$ cat src/hw/rtl/mctm_pkg.sv
package mctm_pkg;

    localparam int RATE_W      = 27;
    localparam int CPB_W       = 7;
    localparam int TICK_W      = 32;
    localparam int TEMPO_W     = 16;
    localparam int BYTE_W      = 8;
    localparam int CFG_INDEX_W = 8;
    localparam int CFG_DATA_W  = 32;

    // 60 * rate needs six more bits than the rate itself
    localparam int SCALED_W = RATE_W + 6;

    localparam int AVERAGE_DEPTH_DEF = 32;
    localparam int FRACTION_BITS_DEF = 4;

    // beat queue depth, power of two
    localparam int QUEUE_DEPTH = 2;

    localparam logic [BYTE_W-1:0]      TIMING_CLOCK = 8'hF8;
    localparam logic [RATE_W-1:0]      RATE_RESET   = 27'd1000000;
    localparam logic [CPB_W-1:0]       CPB_RESET    = 7'd24;
    localparam logic [TEMPO_W-1:0]     TEMPO_MAX    = 16'hFFFF;

    localparam logic [CFG_INDEX_W-1:0] CFG_TICK_RATE       = 8'd0;
    localparam logic [CFG_INDEX_W-1:0] CFG_CLOCKS_PER_BEAT = 8'd1;

    typedef logic [TICK_W-1:0] ticks_t;

    // one finished beat handed from the front to the back
    typedef struct packed {
        logic   valid;
        ticks_t ticks;
    } beat_t;

    function automatic logic [SCALED_W-1:0] times_sixty(input logic [RATE_W-1:0] rate);
        logic [SCALED_W-1:0] wide;
        wide = SCALED_W'(rate);
        return (wide << 6) - (wide << 2);
    endfunction

endpackage

$ cat src/hw/rtl/mctm_ram.sv
module mctm_ram #(
    parameter int WIDTH = 16,
    parameter int DEPTH = 32
) (
    input  logic                     clk,
    input  logic                     we,
    input  logic [$clog2(DEPTH)-1:0] waddr,
    input  logic [WIDTH-1:0]         wdata,
    input  logic                     re,
    input  logic [$clog2(DEPTH)-1:0] raddr,
    output logic [WIDTH-1:0]         rdata
);

    logic [WIDTH-1:0] mem_reg [DEPTH];
    logic [WIDTH-1:0] rdata_reg;

    always_ff @(posedge clk)
    begin
        if (we)
        begin
            mem_reg[waddr] <= wdata;
        end
        if (re)
        begin
            rdata_reg <= mem_reg[raddr];
        end
    end

    assign rdata = rdata_reg;

endmodule

$ cat src/hw/rtl/mctm_fifo.sv
module mctm_fifo (
    input  logic            clk,
    input  logic            rst_n,
    input  mctm_pkg::beat_t push,
    output logic            full,
    output mctm_pkg::beat_t head,
    input  logic            pop
);

    import mctm_pkg::*;

    localparam int PTR_W = (QUEUE_DEPTH > 1) ? $clog2(QUEUE_DEPTH) : 1;

    ticks_t           mem_reg [QUEUE_DEPTH];
    logic [PTR_W-1:0] wr_ptr_reg;
    logic [PTR_W-1:0] rd_ptr_reg;
    logic [PTR_W:0]   count_reg;
    logic             do_push;
    logic             do_pop;

    assign full       = (count_reg == (PTR_W+1)'(QUEUE_DEPTH));
    assign head.valid = (count_reg != '0);
    assign head.ticks = mem_reg[rd_ptr_reg];
    assign do_push    = push.valid && !full;
    assign do_pop     = pop && head.valid;

    always_ff @(posedge clk or negedge rst_n)
    begin
        if (!rst_n)
        begin
            wr_ptr_reg <= '0;
            rd_ptr_reg <= '0;
            count_reg  <= '0;
        end
        else
        begin
            if (do_push)
            begin
                wr_ptr_reg <= wr_ptr_reg + 1'b1;
            end
            if (do_pop)
            begin
                rd_ptr_reg <= rd_ptr_reg + 1'b1;
            end
            if (do_push && !do_pop)
            begin
                count_reg <= count_reg + 1'b1;
            end
            else if (do_pop && !do_push)
            begin
                count_reg <= count_reg - 1'b1;
            end
        end
    end

    always_ff @(posedge clk)
    begin
        if (do_push)
        begin
            mem_reg[wr_ptr_reg] <= push.ticks;
        end
    end

endmodule

$ cat src/hw/rtl/mctm_front.sv
module mctm_front (
    input  logic                        clk,
    input  logic                        rst_n,
    input  logic                        in_valid,
    output logic                        in_ready,
    input  logic                        action,
    input  logic [mctm_pkg::BYTE_W-1:0] midi_byte,
    input  logic [mctm_pkg::CPB_W-1:0]  clocks_per_beat,
    input  logic                        queue_full,
    output mctm_pkg::beat_t             push
);

    import mctm_pkg::*;

    ticks_t           elapsed_reg;
    ticks_t           elapsed_next;
    logic [CPB_W-1:0] clock_count_reg;
    logic [CPB_W-1:0] clock_count_next;
    logic [CPB_W-1:0] clock_inc;
    logic             accept;
    logic             is_clock;
    logic             beat_end;

    assign in_ready  = !queue_full;
    assign accept    = in_valid && in_ready;
    assign clock_inc = clock_count_reg + 1'b1;
    assign is_clock  = action && (midi_byte == TIMING_CLOCK);
    assign beat_end  = is_clock && !(clock_inc < clocks_per_beat);

    assign push.valid = accept && beat_end;
    assign push.ticks = elapsed_reg;

    always_comb
    begin
        elapsed_next     = elapsed_reg;
        clock_count_next = clock_count_reg;
        if (accept)
        begin
            if (!action)
            begin
                if (elapsed_reg != '1)
                begin
                    elapsed_next = elapsed_reg + 1'b1;
                end
            end
            else if (beat_end)
            begin
                elapsed_next     = '0;
                clock_count_next = '0;
            end
            else if (is_clock)
            begin
                clock_count_next = clock_inc;
            end
        end
    end

    always_ff @(posedge clk or negedge rst_n)
    begin
        if (!rst_n)
        begin
            elapsed_reg     <= '0;
            clock_count_reg <= '0;
        end
        else
        begin
            elapsed_reg     <= elapsed_next;
            clock_count_reg <= clock_count_next;
        end
    end

endmodule

$ cat src/hw/rtl/mctm_div.sv
module mctm_div #(
    parameter int NUM_W = 37
) (
    input  logic                        clk,
    input  logic                        rst_n,
    input  logic                        start,
    input  logic [NUM_W-1:0]            dividend,
    input  logic [mctm_pkg::TICK_W-1:0] divisor,
    output logic                        done,
    output logic [NUM_W-1:0]            quotient
);

    import mctm_pkg::*;

    localparam int CNT_W = $clog2(NUM_W + 1);

    logic             busy_reg;
    logic             done_reg;
    logic [CNT_W-1:0] cnt_reg;
    ticks_t           rem_reg;
    ticks_t           divisor_reg;
    logic [NUM_W-1:0] quo_reg;
    logic [TICK_W:0]  trial;
    logic [TICK_W:0]  diff;
    logic             fits;

    // restoring divide, one quotient bit per cycle; a zero divisor gives all ones
    assign trial = {rem_reg, quo_reg[NUM_W-1]};
    assign fits  = (trial >= {1'b0, divisor_reg});
    assign diff  = trial - {1'b0, divisor_reg};

    always_ff @(posedge clk or negedge rst_n)
    begin
        if (!rst_n)
        begin
            busy_reg <= 1'b0;
            done_reg <= 1'b0;
            cnt_reg  <= '0;
        end
        else
        begin
            done_reg <= 1'b0;
            if (start)
            begin
                busy_reg <= 1'b1;
                cnt_reg  <= CNT_W'(NUM_W);
            end
            else if (busy_reg)
            begin
                cnt_reg <= cnt_reg - 1'b1;
                if (cnt_reg == CNT_W'(1))
                begin
                    busy_reg <= 1'b0;
                    done_reg <= 1'b1;
                end
            end
        end
    end

    always_ff @(posedge clk)
    begin
        if (start)
        begin
            rem_reg     <= '0;
            quo_reg     <= dividend;
            divisor_reg <= divisor;
        end
        else if (busy_reg)
        begin
            rem_reg <= fits ? diff[TICK_W-1:0] : trial[TICK_W-1:0];
            quo_reg <= {quo_reg[NUM_W-2:0], fits};
        end
    end

    assign done     = done_reg;
    assign quotient = quo_reg;

endmodule

$ cat src/hw/rtl/mctm_back.sv
module mctm_back #(
    parameter int AVERAGE_DEPTH = mctm_pkg::AVERAGE_DEPTH_DEF,
    parameter int FRACTION_BITS = mctm_pkg::FRACTION_BITS_DEF
) (
    input  logic                         clk,
    input  logic                         rst_n,
    input  logic [mctm_pkg::RATE_W-1:0]  tick_rate_hz,
    input  mctm_pkg::beat_t              head,
    output logic                         pop,
    output logic                         out_valid,
    input  logic                         out_ready,
    output logic [mctm_pkg::TEMPO_W-1:0] tempo_q4,
    output logic [mctm_pkg::TEMPO_W-1:0] average_tempo_q4,
    output logic [mctm_pkg::TICK_W-1:0]  beat_ticks
);

    import mctm_pkg::*;

    localparam int NUM_W = SCALED_W + FRACTION_BITS;
    localparam int PTR_W = $clog2(AVERAGE_DEPTH);
    localparam int SUM_W = TEMPO_W + PTR_W;

    // floor(sum / AVERAGE_DEPTH) as (sum * RECIP) >> RECIP_SHIFT, exact for any SUM_W-bit sum
    localparam int          RECIP_SHIFT = SUM_W + PTR_W;
    localparam int          RECIP_W     = SUM_W + 1;
    localparam int          PROD_W      = SUM_W + RECIP_W;
    localparam logic [63:0] RECIP_FULL  = ((64'd1 << RECIP_SHIFT) + 64'(AVERAGE_DEPTH - 1))
                                          / 64'(AVERAGE_DEPTH);
    localparam logic [RECIP_W-1:0] RECIP = RECIP_FULL[RECIP_W-1:0];

    typedef enum logic [3:0] {
        S_IDLE  = 4'b0001,
        S_TEMPO = 4'b0010,
        S_AVG   = 4'b0100,
        S_OUT   = 4'b1000
    } state_t;

    state_t                   state_reg;
    state_t                   state_next;
    logic [PTR_W-1:0]         ptr_reg;
    logic [SUM_W-1:0]         sum_reg;
    logic [SUM_W-1:0]         sum_next;
    logic [AVERAGE_DEPTH-1:0] valid_reg;
    ticks_t                   ticks_reg;
    logic [TEMPO_W-1:0]       tempo_reg;
    logic [TEMPO_W-1:0]       avg_reg;
    logic                     out_valid_reg;
    logic [TEMPO_W-1:0]       tempo_out_reg;
    logic [TEMPO_W-1:0]       avg_out_reg;
    ticks_t                   ticks_out_reg;

    logic                     div_start;
    logic [NUM_W-1:0]         div_dividend;
    ticks_t                   div_divisor;
    logic                     div_done;
    logic [NUM_W-1:0]         div_quotient;
    logic [TEMPO_W-1:0]       tempo_sat;
    logic [TEMPO_W-1:0]       ram_rdata;
    logic [TEMPO_W-1:0]       old_entry;
    logic [PROD_W-1:0]        avg_product;
    logic                     tempo_done;
    logic                     ring_write;
    logic                     out_load;

    assign pop        = (state_reg == S_IDLE) && head.valid;
    assign tempo_done = (state_reg == S_TEMPO) && div_done;
    assign ring_write = tempo_done;
    assign out_load   = (state_reg == S_OUT) && (!out_valid_reg || out_ready);

    assign tempo_sat = (|div_quotient[NUM_W-1:TEMPO_W]) ? TEMPO_MAX
                                                         : div_quotient[TEMPO_W-1:0];
    // slots never written since reset read as zero
    assign old_entry = valid_reg[ptr_reg] ? ram_rdata : '0;
    assign sum_next  = sum_reg - SUM_W'(old_entry) + SUM_W'(tempo_sat);

    assign avg_product = PROD_W'(sum_reg) * PROD_W'(RECIP);

    assign div_start    = pop;
    assign div_dividend = NUM_W'(times_sixty(tick_rate_hz)) << FRACTION_BITS;
    assign div_divisor  = head.ticks;

    mctm_div #(
        .NUM_W (NUM_W)
    ) u_div (
        .clk      (clk),
        .rst_n    (rst_n),
        .start    (div_start),
        .dividend (div_dividend),
        .divisor  (div_divisor),
        .done     (div_done),
        .quotient (div_quotient)
    );

    mctm_ram #(
        .WIDTH (TEMPO_W),
        .DEPTH (AVERAGE_DEPTH)
    ) u_ring (
        .clk   (clk),
        .we    (ring_write),
        .waddr (ptr_reg),
        .wdata (tempo_sat),
        .re    (pop),
        .raddr (ptr_reg),
        .rdata (ram_rdata)
    );

    always_comb
    begin
        state_next = state_reg;
        unique case (state_reg)
            S_IDLE:
            begin
                if (head.valid)
                begin
                    state_next = S_TEMPO;
                end
            end
            S_TEMPO:
            begin
                if (div_done)
                begin
                    state_next = S_AVG;
                end
            end
            S_AVG:
            begin
                state_next = S_OUT;
            end
            S_OUT:
            begin
                if (out_load)
                begin
                    state_next = S_IDLE;
                end
            end
            default:
            begin
                state_next = S_IDLE;
            end
        endcase
    end

    always_ff @(posedge clk or negedge rst_n)
    begin
        if (!rst_n)
        begin
            state_reg     <= S_IDLE;
            ptr_reg       <= '0;
            sum_reg       <= '0;
            valid_reg     <= '0;
            out_valid_reg <= 1'b0;
        end
        else
        begin
            state_reg <= state_next;
            if (tempo_done)
            begin
                sum_reg            <= sum_next;
                valid_reg[ptr_reg] <= 1'b1;
                ptr_reg            <= (ptr_reg == PTR_W'(AVERAGE_DEPTH - 1)) ? '0
                                                                             : ptr_reg + 1'b1;
            end
            if (out_load)
            begin
                out_valid_reg <= 1'b1;
            end
            else if (out_ready)
            begin
                out_valid_reg <= 1'b0;
            end
        end
    end

    always_ff @(posedge clk)
    begin
        if (pop)
        begin
            ticks_reg <= head.ticks;
        end
        if (tempo_done)
        begin
            tempo_reg <= tempo_sat;
        end
        if (state_reg == S_AVG)
        begin
            avg_reg <= avg_product[RECIP_SHIFT +: TEMPO_W];
        end
        if (out_load)
        begin
            tempo_out_reg <= tempo_reg;
            avg_out_reg   <= avg_reg;
            ticks_out_reg <= ticks_reg;
        end
    end

    assign out_valid        = out_valid_reg;
    assign tempo_q4         = tempo_out_reg;
    assign average_tempo_q4 = avg_out_reg;
    assign beat_ticks       = ticks_out_reg;

endmodule

$ cat src/hw/rtl/midi_clock_tempo_meter.sv
// Ticks and non-beat bytes: one word per cycle while the beat queue is not full, no result.
// Beat-ending timing clock: pushed into the beat queue, then the back end pops it, runs the
// one-bit-per-cycle tempo divide, updates the ring average and registers the result word.
// Back end takes no new beat until its result word is loaded; two more beats queue in front
// of it, and the input stalls only while that queue is full.
// Reset (rst_n low, async) clears counters, queue, ring valid bits and config to defaults.
module midi_clock_tempo_meter #(
    parameter int AVERAGE_DEPTH = mctm_pkg::AVERAGE_DEPTH_DEF,
    parameter int FRACTION_BITS = mctm_pkg::FRACTION_BITS_DEF
) (
    input  logic                             clk,
    input  logic                             rst_n,
    input  logic                             in_valid,
    output logic                             in_ready,
    input  logic                             action,
    input  logic [mctm_pkg::BYTE_W-1:0]      midi_byte,
    output logic                             out_valid,
    input  logic                             out_ready,
    output logic [mctm_pkg::TEMPO_W-1:0]     tempo_q4,
    output logic [mctm_pkg::TEMPO_W-1:0]     average_tempo_q4,
    output logic [mctm_pkg::TICK_W-1:0]      beat_ticks,
    input  logic                             cfg_valid,
    output logic                             cfg_ready,
    input  logic [mctm_pkg::CFG_INDEX_W-1:0] cfg_index,
    input  logic [mctm_pkg::CFG_DATA_W-1:0]  cfg_data
);

    import mctm_pkg::*;

    logic [RATE_W-1:0] tick_rate_reg;
    logic [CPB_W-1:0]  cpb_reg;
    beat_t             push;
    beat_t             head;
    logic              queue_full;
    logic              pop;

    assign cfg_ready = 1'b1;

    always_ff @(posedge clk or negedge rst_n)
    begin
        if (!rst_n)
        begin
            tick_rate_reg <= RATE_RESET;
            cpb_reg       <= CPB_RESET;
        end
        else if (cfg_valid && cfg_ready)
        begin
            unique case (cfg_index)
                CFG_TICK_RATE:       tick_rate_reg <= cfg_data[RATE_W-1:0];
                CFG_CLOCKS_PER_BEAT: cpb_reg       <= cfg_data[CPB_W-1:0];
                default:             ;
            endcase
        end
    end

    mctm_front u_front (
        .clk             (clk),
        .rst_n           (rst_n),
        .in_valid        (in_valid),
        .in_ready        (in_ready),
        .action          (action),
        .midi_byte       (midi_byte),
        .clocks_per_beat (cpb_reg),
        .queue_full      (queue_full),
        .push            (push)
    );

    mctm_fifo u_fifo (
        .clk   (clk),
        .rst_n (rst_n),
        .push  (push),
        .full  (queue_full),
        .head  (head),
        .pop   (pop)
    );

    mctm_back #(
        .AVERAGE_DEPTH (AVERAGE_DEPTH),
        .FRACTION_BITS (FRACTION_BITS)
    ) u_back (
        .clk              (clk),
        .rst_n            (rst_n),
        .tick_rate_hz     (tick_rate_reg),
        .head             (head),
        .pop              (pop),
        .out_valid        (out_valid),
        .out_ready        (out_ready),
        .tempo_q4         (tempo_q4),
        .average_tempo_q4 (average_tempo_q4),
        .beat_ticks       (beat_ticks)
    );

endmodule

$ cat config.mk
export PLATFORM = sky130hd
export DESIGN_NAME = midi_clock_tempo_meter
export DESIGN_NICKNAME = d
export VERILOG_FILES = /design/src/hw/rtl/mctm_pkg.sv /design/src/hw/rtl/mctm_ram.sv /design/src/hw/rtl/mctm_fifo.sv /design/src/hw/rtl/mctm_front.sv /design/src/hw/rtl/mctm_div.sv /design/src/hw/rtl/mctm_back.sv /design/src/hw/rtl/midi_clock_tempo_meter.sv
export SDC_FILE = /design/constraint.sdc
export NUM_CORES = 1
export LEC_CHECK = 0
export BUFFER_PORTS_ARGS = -buffer_cell sky130_fd_sc_hd__buf_4
export CELL_PAD_IN_SITES_DETAIL_PLACEMENT = 1
export CELL_PAD_IN_SITES_GLOBAL_PLACEMENT = 1
export CORE_ASPECT_RATIO = 0.9
export CORE_UTILIZATION = 55
export DETAILED_ROUTE_END_ITERATION = 16
export GPL_ROUTABILITY_DRIVEN = 0
export PLACE_DENSITY_LB_ADDON = 0.08
export SKIP_LAST_GASP = 1
export SLEW_MARGIN = 15
export SYNTH_ARGS = -nofsm -noshare
export SYNTH_HDL_FRONTEND = slang
export SYNTH_HIERARCHICAL = 1
export SYNTH_SLANG_ARGS = --single-unit
$ cat constraint.sdc
create_clock -name clk -period 24.1 [get_ports clk]
set_input_delay 2.41 -clock clk [delete_from_list [all_inputs] [get_ports clk]]
set_output_delay 2.41 -clock clk [all_outputs]
set_load 0.005 [all_outputs]
==> summary.txt, run 1 <==
Logic synthesis
  • Synth Area in Adders: 0.03477
  • Post-Synth Simple-Gate Area: 0.08454
  • Main combinational cell family by area after synthesis: multiplexers
  • Post-synthesis xor/xnor area fraction: 0.01640
  • Synth Flop Type: edfxtp_1
  • Sequential area share after synthesis: 0.6484
  • Post-Syn Area: about 43,000 um2
  • Post-synth EDFFs: 789
  • Syn_area_per_cell: 14.09 um2
  • Compound-gate portion of the synthesized area: 0.08124
  • Post-synthesis mux area share: 0.09785
  • Yosys cell types: 99
  • Post-synthesis sequential element count: around 970
  • Yosys warnings: 6
  • Asr flop ratio synth: 0.1527
  • Syn Inst Count: approximately 3,100

Finish
  • P&R area growth vs syn: 11.56%
  • Share of layout cells above drive strength 1: 0.1465
  • Final nets: 3,372
  • Diode count: 0
  • Count of filler cells inserted in the layout: between 7,000 and 8,000
  • Number of flip-flops under the largest register name: 512

Critical path
  • Largest fanout on the critical path: 20
  • Slowest Stage Delay on Critical Path: 1.02 ns
  • CP Data Required Time: 24.72 ns
  • Crit path kind: reg -> reg
  • CP startpoint kind: flop
  • Crit end category: flop
  • CP max stage cell: dfrtp_1
  • Cells along the critical path: mux4_2 -> mux4_2 -> mux2i_1 -> buf_4 -> nor2b_1 -> fa_1 -> inv_1 -> ha_1 -> a21o_1 -> a21oi_2 -> o21bai_1 -> a311o_1 -> a2111oi_4 -> nor4_1 -> or4_1 -> nand3_1
  • CP most frequent cell: mux4_2
  • WP data arrival: 6.43 ns

Clocking
  • Setup bufs post-CTS: 0
  • Clk Tree Root Cell: clkbuf_16
  • Clk_lat worst skew: 0.70 ns
  • Number of cells upsized or downsized after cts: 0
  • Clk sinks: between 900 and 1,000
  • TritonCTS clock tree: yes
  • Post-CTS Hold Buffers: 0
  • Max H-tree Level: 3
  • CTS Buffer Depth: 3
  • Worst-path clk slew: 0.06 ns
  • CTS buffer count: 99

STA
  • Tmin final: 5.813 ns
  • Unrepaired setup endpoints after global routing: no
  • Hold Vio Cnt, Final: 0
  • Slew margin rel.: 0.1830
  • Slew Viols, Final: 0
  • Endpoints failing setup: 0
  • Worst clock skew: ~0.046 ns
  • Period utilization: 0.2412
  • Worst hold slack: 0.4144 ns
  • Setup TNS: 0 ns
  • Slew @ Worst Pin: 1.225 ns
  • Peak Freq: between 150 and 200 MHz

Die
  • Die Width: 297.6 um
  • Area of the core: 77,800 um2
  • Die Y: 268.1 um
  • Row cnt: 97
  • I/O pin count: 121
  • Starting Density: 0.5561
  • Die Area: 79,780 um2

Drt
  • Iter 0 DRT Violations: 1,532
  • DRC: 0
  • Final Routed Wirelength: 102.9 mm
  • DR WL/cell: 23.78 um
  • Detailed-route via count: 25,756
  • Drt pass-1 iters: 7
  • Vias/cell: 5.948
  • Post-route ant nets: 0

Global route
  • Largest net degree at the start of global routing: 128
  • Antenna violations before repair: 1
  • GR Util All Layers: 0.2605
  • Grt total ovfl: 0
  • Vias in the first global route: 27,770
  • First-pass GRT wire length: 160.3 mm

Hold path
  • Hold Path Class: reg -> reg

Place
  • Port bufs: 114
  • DPL Wire Length: 65.78 mm

Power
  • Peak supply drop: roughly 100 uV
  • Leak: around 19 nW
  • Power Density: 87.85 nW/um2

Outcome
  • Status: finished clean

Job
  • Max-cap violations: 0
==> kinds of logic (layout without fill, tap and decap cells) <==
group / after synthesis / in the layout
other cells: 2 / 7
mux: 384 / 384
fa+ha+maj: 110 / 110
compound gates: 516 / 516
simple gates: 708 / 708
flops: 969 / 969
buf+inv: 300 / 516
xor+xnor: 81 / 81
==> through the flow <==
step                setup WS (ns)  cells  utilization  cell area, um2  total power [W]
floorplan                   13.92   3075            -           43280         0.002563
global placement            18.44   4145       0.5776           44940         0.002672
detailed placement          18.31   4145       0.5776           44940         0.002709
CTS                         18.31   4329       0.6202           48250         0.004263
global route                18.07   4330       0.6204           48260         0.004407
finish                      18.29   4330       0.6204           48260         0.004240
==> worst paths after layout <==
path	from	end	slack (ns)	cells past startpoint
setup / recovery	u_back/ptr_reg[1]	u_back/sum_reg[17]	18.29	16
hold / removal	u_back/tempo_reg[4]	u_back/tempo_q4[4]	0.41	0
setup reg to reg	u_back/ptr_reg[1]	u_back/sum_reg[17]	18.29	16
hold reg to reg	u_back/tempo_reg[4]	u_back/tempo_q4[4]	0.41	0
max in group asynchronous	rst_n	u_back/ptr_reg[0]	20.72	2
min in group asynchronous	rst_n	tick_rate_reg[25]	1.78	1
==> final cells by class <==
type                       count  area, um2  share of cell area
clock inverter                58      645.6             0.01338
inverter                     161      605.6             0.01255
clock buffer                 126       2669             0.05530
sequential                   969      28060              0.5813
multi-input combinational   1806      13680              0.2835
timing repair buffer         171       1304             0.02701
tap                         1039       1300             0.02694
==> per-layer routing <==
layer,GRT usage,wire length [um]
met5,0,0
met2,0.4494,51520
met1,0.3396,44450
met4,0.09710,3344
met3,0.03274,3628
==> cell usage after synthesis, types with 40 or more instances <==
| cell type | instances | area share |
|---|---|---|
| ha_1 | 93 | 0.027 |
| nand2_1 | 173 | 0.015 |
| inv_1 | 159 | 0.014 |
| a21oi_1 | 122 | 0.014 |
| clkbuf_1 | 49 | 0.0043 |
| o21ai_0 | 76 | 0.0088 |
| xnor2_1 | 56 | 0.011 |
| o21bai_1 | 42 | 0.0073 |
| a22oi_1 | 64 | 0.011 |
| mux2_2 | 63 | 0.016 |
| mux2i_1 | 271 | 0.063 |
| nor2_1 | 156 | 0.014 |
| nor3_1 | 40 | 0.0046 |
| nand3_1 | 86 | 0.0099 |
| edfxtp_1 | 789 | 0.55 |
| dfrtp_1 | 138 | 0.080 |
==> critical path: cells and delay by family, from the launching register on <==
kind | cells | cell delay (ns)
compound gates | 5 | 1.50
flops | 1 | 1.02
mux | 3 | 1.14
fa+ha+maj | 2 | 0.84
simple gates | 4 | 0.89
buf+inv | 2 | 0.33
==> where the power goes <==
part           internal, W  leakage [nW]  switching [W]
Sequential         0.00187          8.90      0.0000646
Clock             0.000897          1.61       0.000656
Combinational     0.000336          8.64       0.000419
Total              0.00310          19.2        0.00114
==> layout by cell type (no fill, tap or decap), types with 18 or more instances in the layout <==
| cell type | synthesis | routed |
|---|---|---|
| edfxtp_1 | 789 | 789 |
| clkinv_1 | 1 | 27 |
| o21ai_0 | 76 | 76 |
| nand3b_1 | 30 | 30 |
| ha_1 | 93 | 93 |
| nand2_1 | 173 | 173 |
| o21bai_1 | 42 | 42 |
| a211oi_1 | 35 | 35 |
| a22oi_1 | 64 | 64 |
| a31oi_1 | 24 | 24 |
| dfrtp_1 | 138 | 135 |
| mux2i_1 | 271 | 271 |
| xnor2_1 | 56 | 56 |
| a22o_1 | 33 | 33 |
| inv_1 | 159 | 149 |
| or4_1 | 24 | 24 |
| nand3_1 | 86 | 86 |
| nor2_1 | 156 | 152 |
| nand2b_1 | 27 | 27 |
| nand4_1 | 39 | 39 |
| dfxtp_1 | 32 | 32 |
| a21o_1 | 31 | 31 |
| xor2_1 | 25 | 25 |
| clkbuf_16 | 0 | 99 |
| buf_4 | 27 | 168 |
| clkbuf_1 | 49 | 18 |
| nor2b_1 | 31 | 29 |
| nor3_1 | 40 | 40 |
| a21oi_1 | 122 | 122 |
| mux2_4 | 36 | 36 |
| mux2_2 | 63 | 63 |
Note: power is estimated with default switching activity, not from simulation.
==> run 2, diff against run 1 <==
CORE_UTILIZATION = 48   (was 55)
clock period = 5.1 ns   (was 24.1 ns; I/O delays follow)
==> summary.txt, run 2 (same netlist as run 1, synthesis figures left out) <==
Finish
  • Commonest non-fill, non-tap cell in the layout: edfxtp_1
  • Number of flip-flops under the largest register name: 512
  • P&R area growth vs syn: 13.15%
  • Share of layout cells above drive strength 1: 0.1590
  • Most frequent cells in the layout: edfxtp_1 (789), mux2i_1 (270), buf_4 (196), nand2_1 (173), inv_1 (158)
  • Diode count: 0
  • Count of filler cells inserted in the layout: 8,631
  • FF/Latch Area: 28,060 um2
  • Final nets: 3,405
  • Design area: about 49,000 um2
  • Area of the multi-input gates: 13,710 um2

Critical path
  • Worst reg2reg setup slack: approximately 0.17 ns
  • WP data arrival: 5.52 ns
  • CP Data Required Time: approximately 5.7 ns
  • Largest fanout on the critical path: 5
  • CP startpoint kind: flop
  • Worst R2R Start: u_back/ptr_reg[0]
  • Worst Reg-to-Reg Cells: 16
  • Crit path kind: reg -> reg
  • Capturing point of the worst reg2reg path: u_back/sum_reg[17]
  • Crit end category: flop

Hold path
  • Hold Path Cell Cnt: 2
  • Hold Path Class: in -> reg
  • Hold Startpoint: cfg_data[15]
  • Worst Hold Path EP: tick_rate_reg[15]

Clocking
  • Max H-tree Level: 3
  • TritonCTS clock tree: yes
  • Clk sinks: between 900 and 1,000
  • CTS buffer count: 101
  • Worst-path clk slew: 0.06 ns
  • Clk Tree Root Cell: clkbuf_16
  • CTS Buffer Depth: 3
  • Clk_lat worst skew: 0.68 ns

STA
  • Slew Viols, Final: 0
  • Tmin final: 4.934 ns
  • Hold Vio Cnt, Final: 0
  • Setup TNS: 0 ns
  • Worst hold slack: 0.07413 ns
  • Worst clock skew: 0.03821 ns
  • Period utilization: 0.9675
  • Endpoints failing setup: 0
  • Slew @ Worst Pin: roughly 1.1 ns
  • Slew margin rel.: 0.2636
  • Peak Freq: 202.7 MHz

Die
  • I/O pin count: around 120
  • Die Width: 318.5 um
  • Die Area: 91,330 um2
  • Starting Density: 0.4839
  • Row cnt: around 100
  • Die Y: 286.8 um
  • Area of the core: approximately 90,000 um2

Place
  • Area after DPL: 45,300 um2
  • Port bufs: 114
  • DPL Wire Length: 67.61 mm

Drt
  • Post-route ant nets: 0
  • Final Routed Wirelength: 105.5 mm
  • DR WL/cell: about 23 um
  • Detailed-route via count: between 20,000 and 30,000
  • DRC: 0
  • Drt pass-1 iters: 5
  • Iter 0 DRT Violations: 1,803
  • Vias/cell: 5.719

Global route
  • GR Util All Layers: 0.2309
  • First-pass GRT wire length: 161.4 mm
  • Antenna violations before repair: 0
  • Vias in the first global route: 27,246
  • Largest net degree at the start of global routing: 133
  • Grt total ovfl: 0

Outcome
  • Status: finished clean

Job
  • Max-cap violations: 0

Power
  • Power Density: between 400 and 500 nW/um2
  • Leak: about 19 nW
  • Peak supply drop: 350.3 uV
  • Total power: 0.02047 W
## run 2: worst max-delay path by stage
stage          cells after the start            endpoint         startpoint
4_1_cts                           18  u_back/sum_reg[20]  u_back/ptr_reg[0]
2_1_floorplan                     16  u_back/sum_reg[17]  u_back/ptr_reg[1]
6_report                          16  u_back/sum_reg[17]  u_back/ptr_reg[0]
3_3_place_gp                      15  u_back/sum_reg[17]  u_back/ptr_reg[0]
5_1_grt                           17  u_back/sum_reg[19]  u_back/ptr_reg[0]
3_5_place_dp                      15  u_back/sum_reg[17]  u_back/ptr_reg[0]
## run 2: critical path: stages, from the launching register on
cell       delay, ns
dfrtp_4         0.40
buf_4           0.17
mux4_2          0.51
mux4_2          0.53
mux2i_4         0.21
nor2b_1         0.09
fa_1            0.54
inv_1           0.06
ha_1            0.28
a21o_1          0.19
a21oi_2         0.17
o21bai_1        0.11
a311o_1         0.42
a2111oi_4       0.41
nor4_1          0.13
or4_1           0.51
nand3_1         0.09
## run 2: through the flow
stage,instances,util,setup slack [ns]
global placement,4298,0.5067,0.1106
global route,4494,0.5475,-0.007251
finish,4494,0.5475,0.1657
detailed placement,4298,0.5067,0.05439
floorplan,3075,-,0.1308
CTS,4489,0.5467,0.02031
## run 2: metal layers
metal  vias up  GRT usage  part of all wire
li1      11896          -                 -
met1     13154     0.3120              0.45
met2       498     0.3870              0.48
met3       154    0.03664             0.040
met4         0    0.06727             0.026
met5         -          0                 0
## run 2: area by class of cell
cell class                      instances  share of cell area
Timing Repair Buffer                  202             0.03177
Clock buffer                          132             0.05754
Tap cell                             1166             0.02981
Clock inverter                         58             0.01521
Multi-Input combinational cell       1806              0.2801
Inverter                              161             0.01237
Sequential cell                       969              0.5732
## run 2: where the power goes
part	total, W	switching [W]	internal (W)
registers	0.00907	0.000248	0.00882
clock network	0.00777	0.00310	0.00467
logic	0.00363	0.00201	0.00161
total	0.0205	0.00536	0.0151
## run 2: what timing repair did
action	4_1_cts	5_1_grt
hold endpoints to repair	32	0
pin swaps	0	2
setup buffers	0	5
gates cloned	0	0
setup endpoints to repair	2	9
hold buffers	1	0
gates resized for setup	1	5
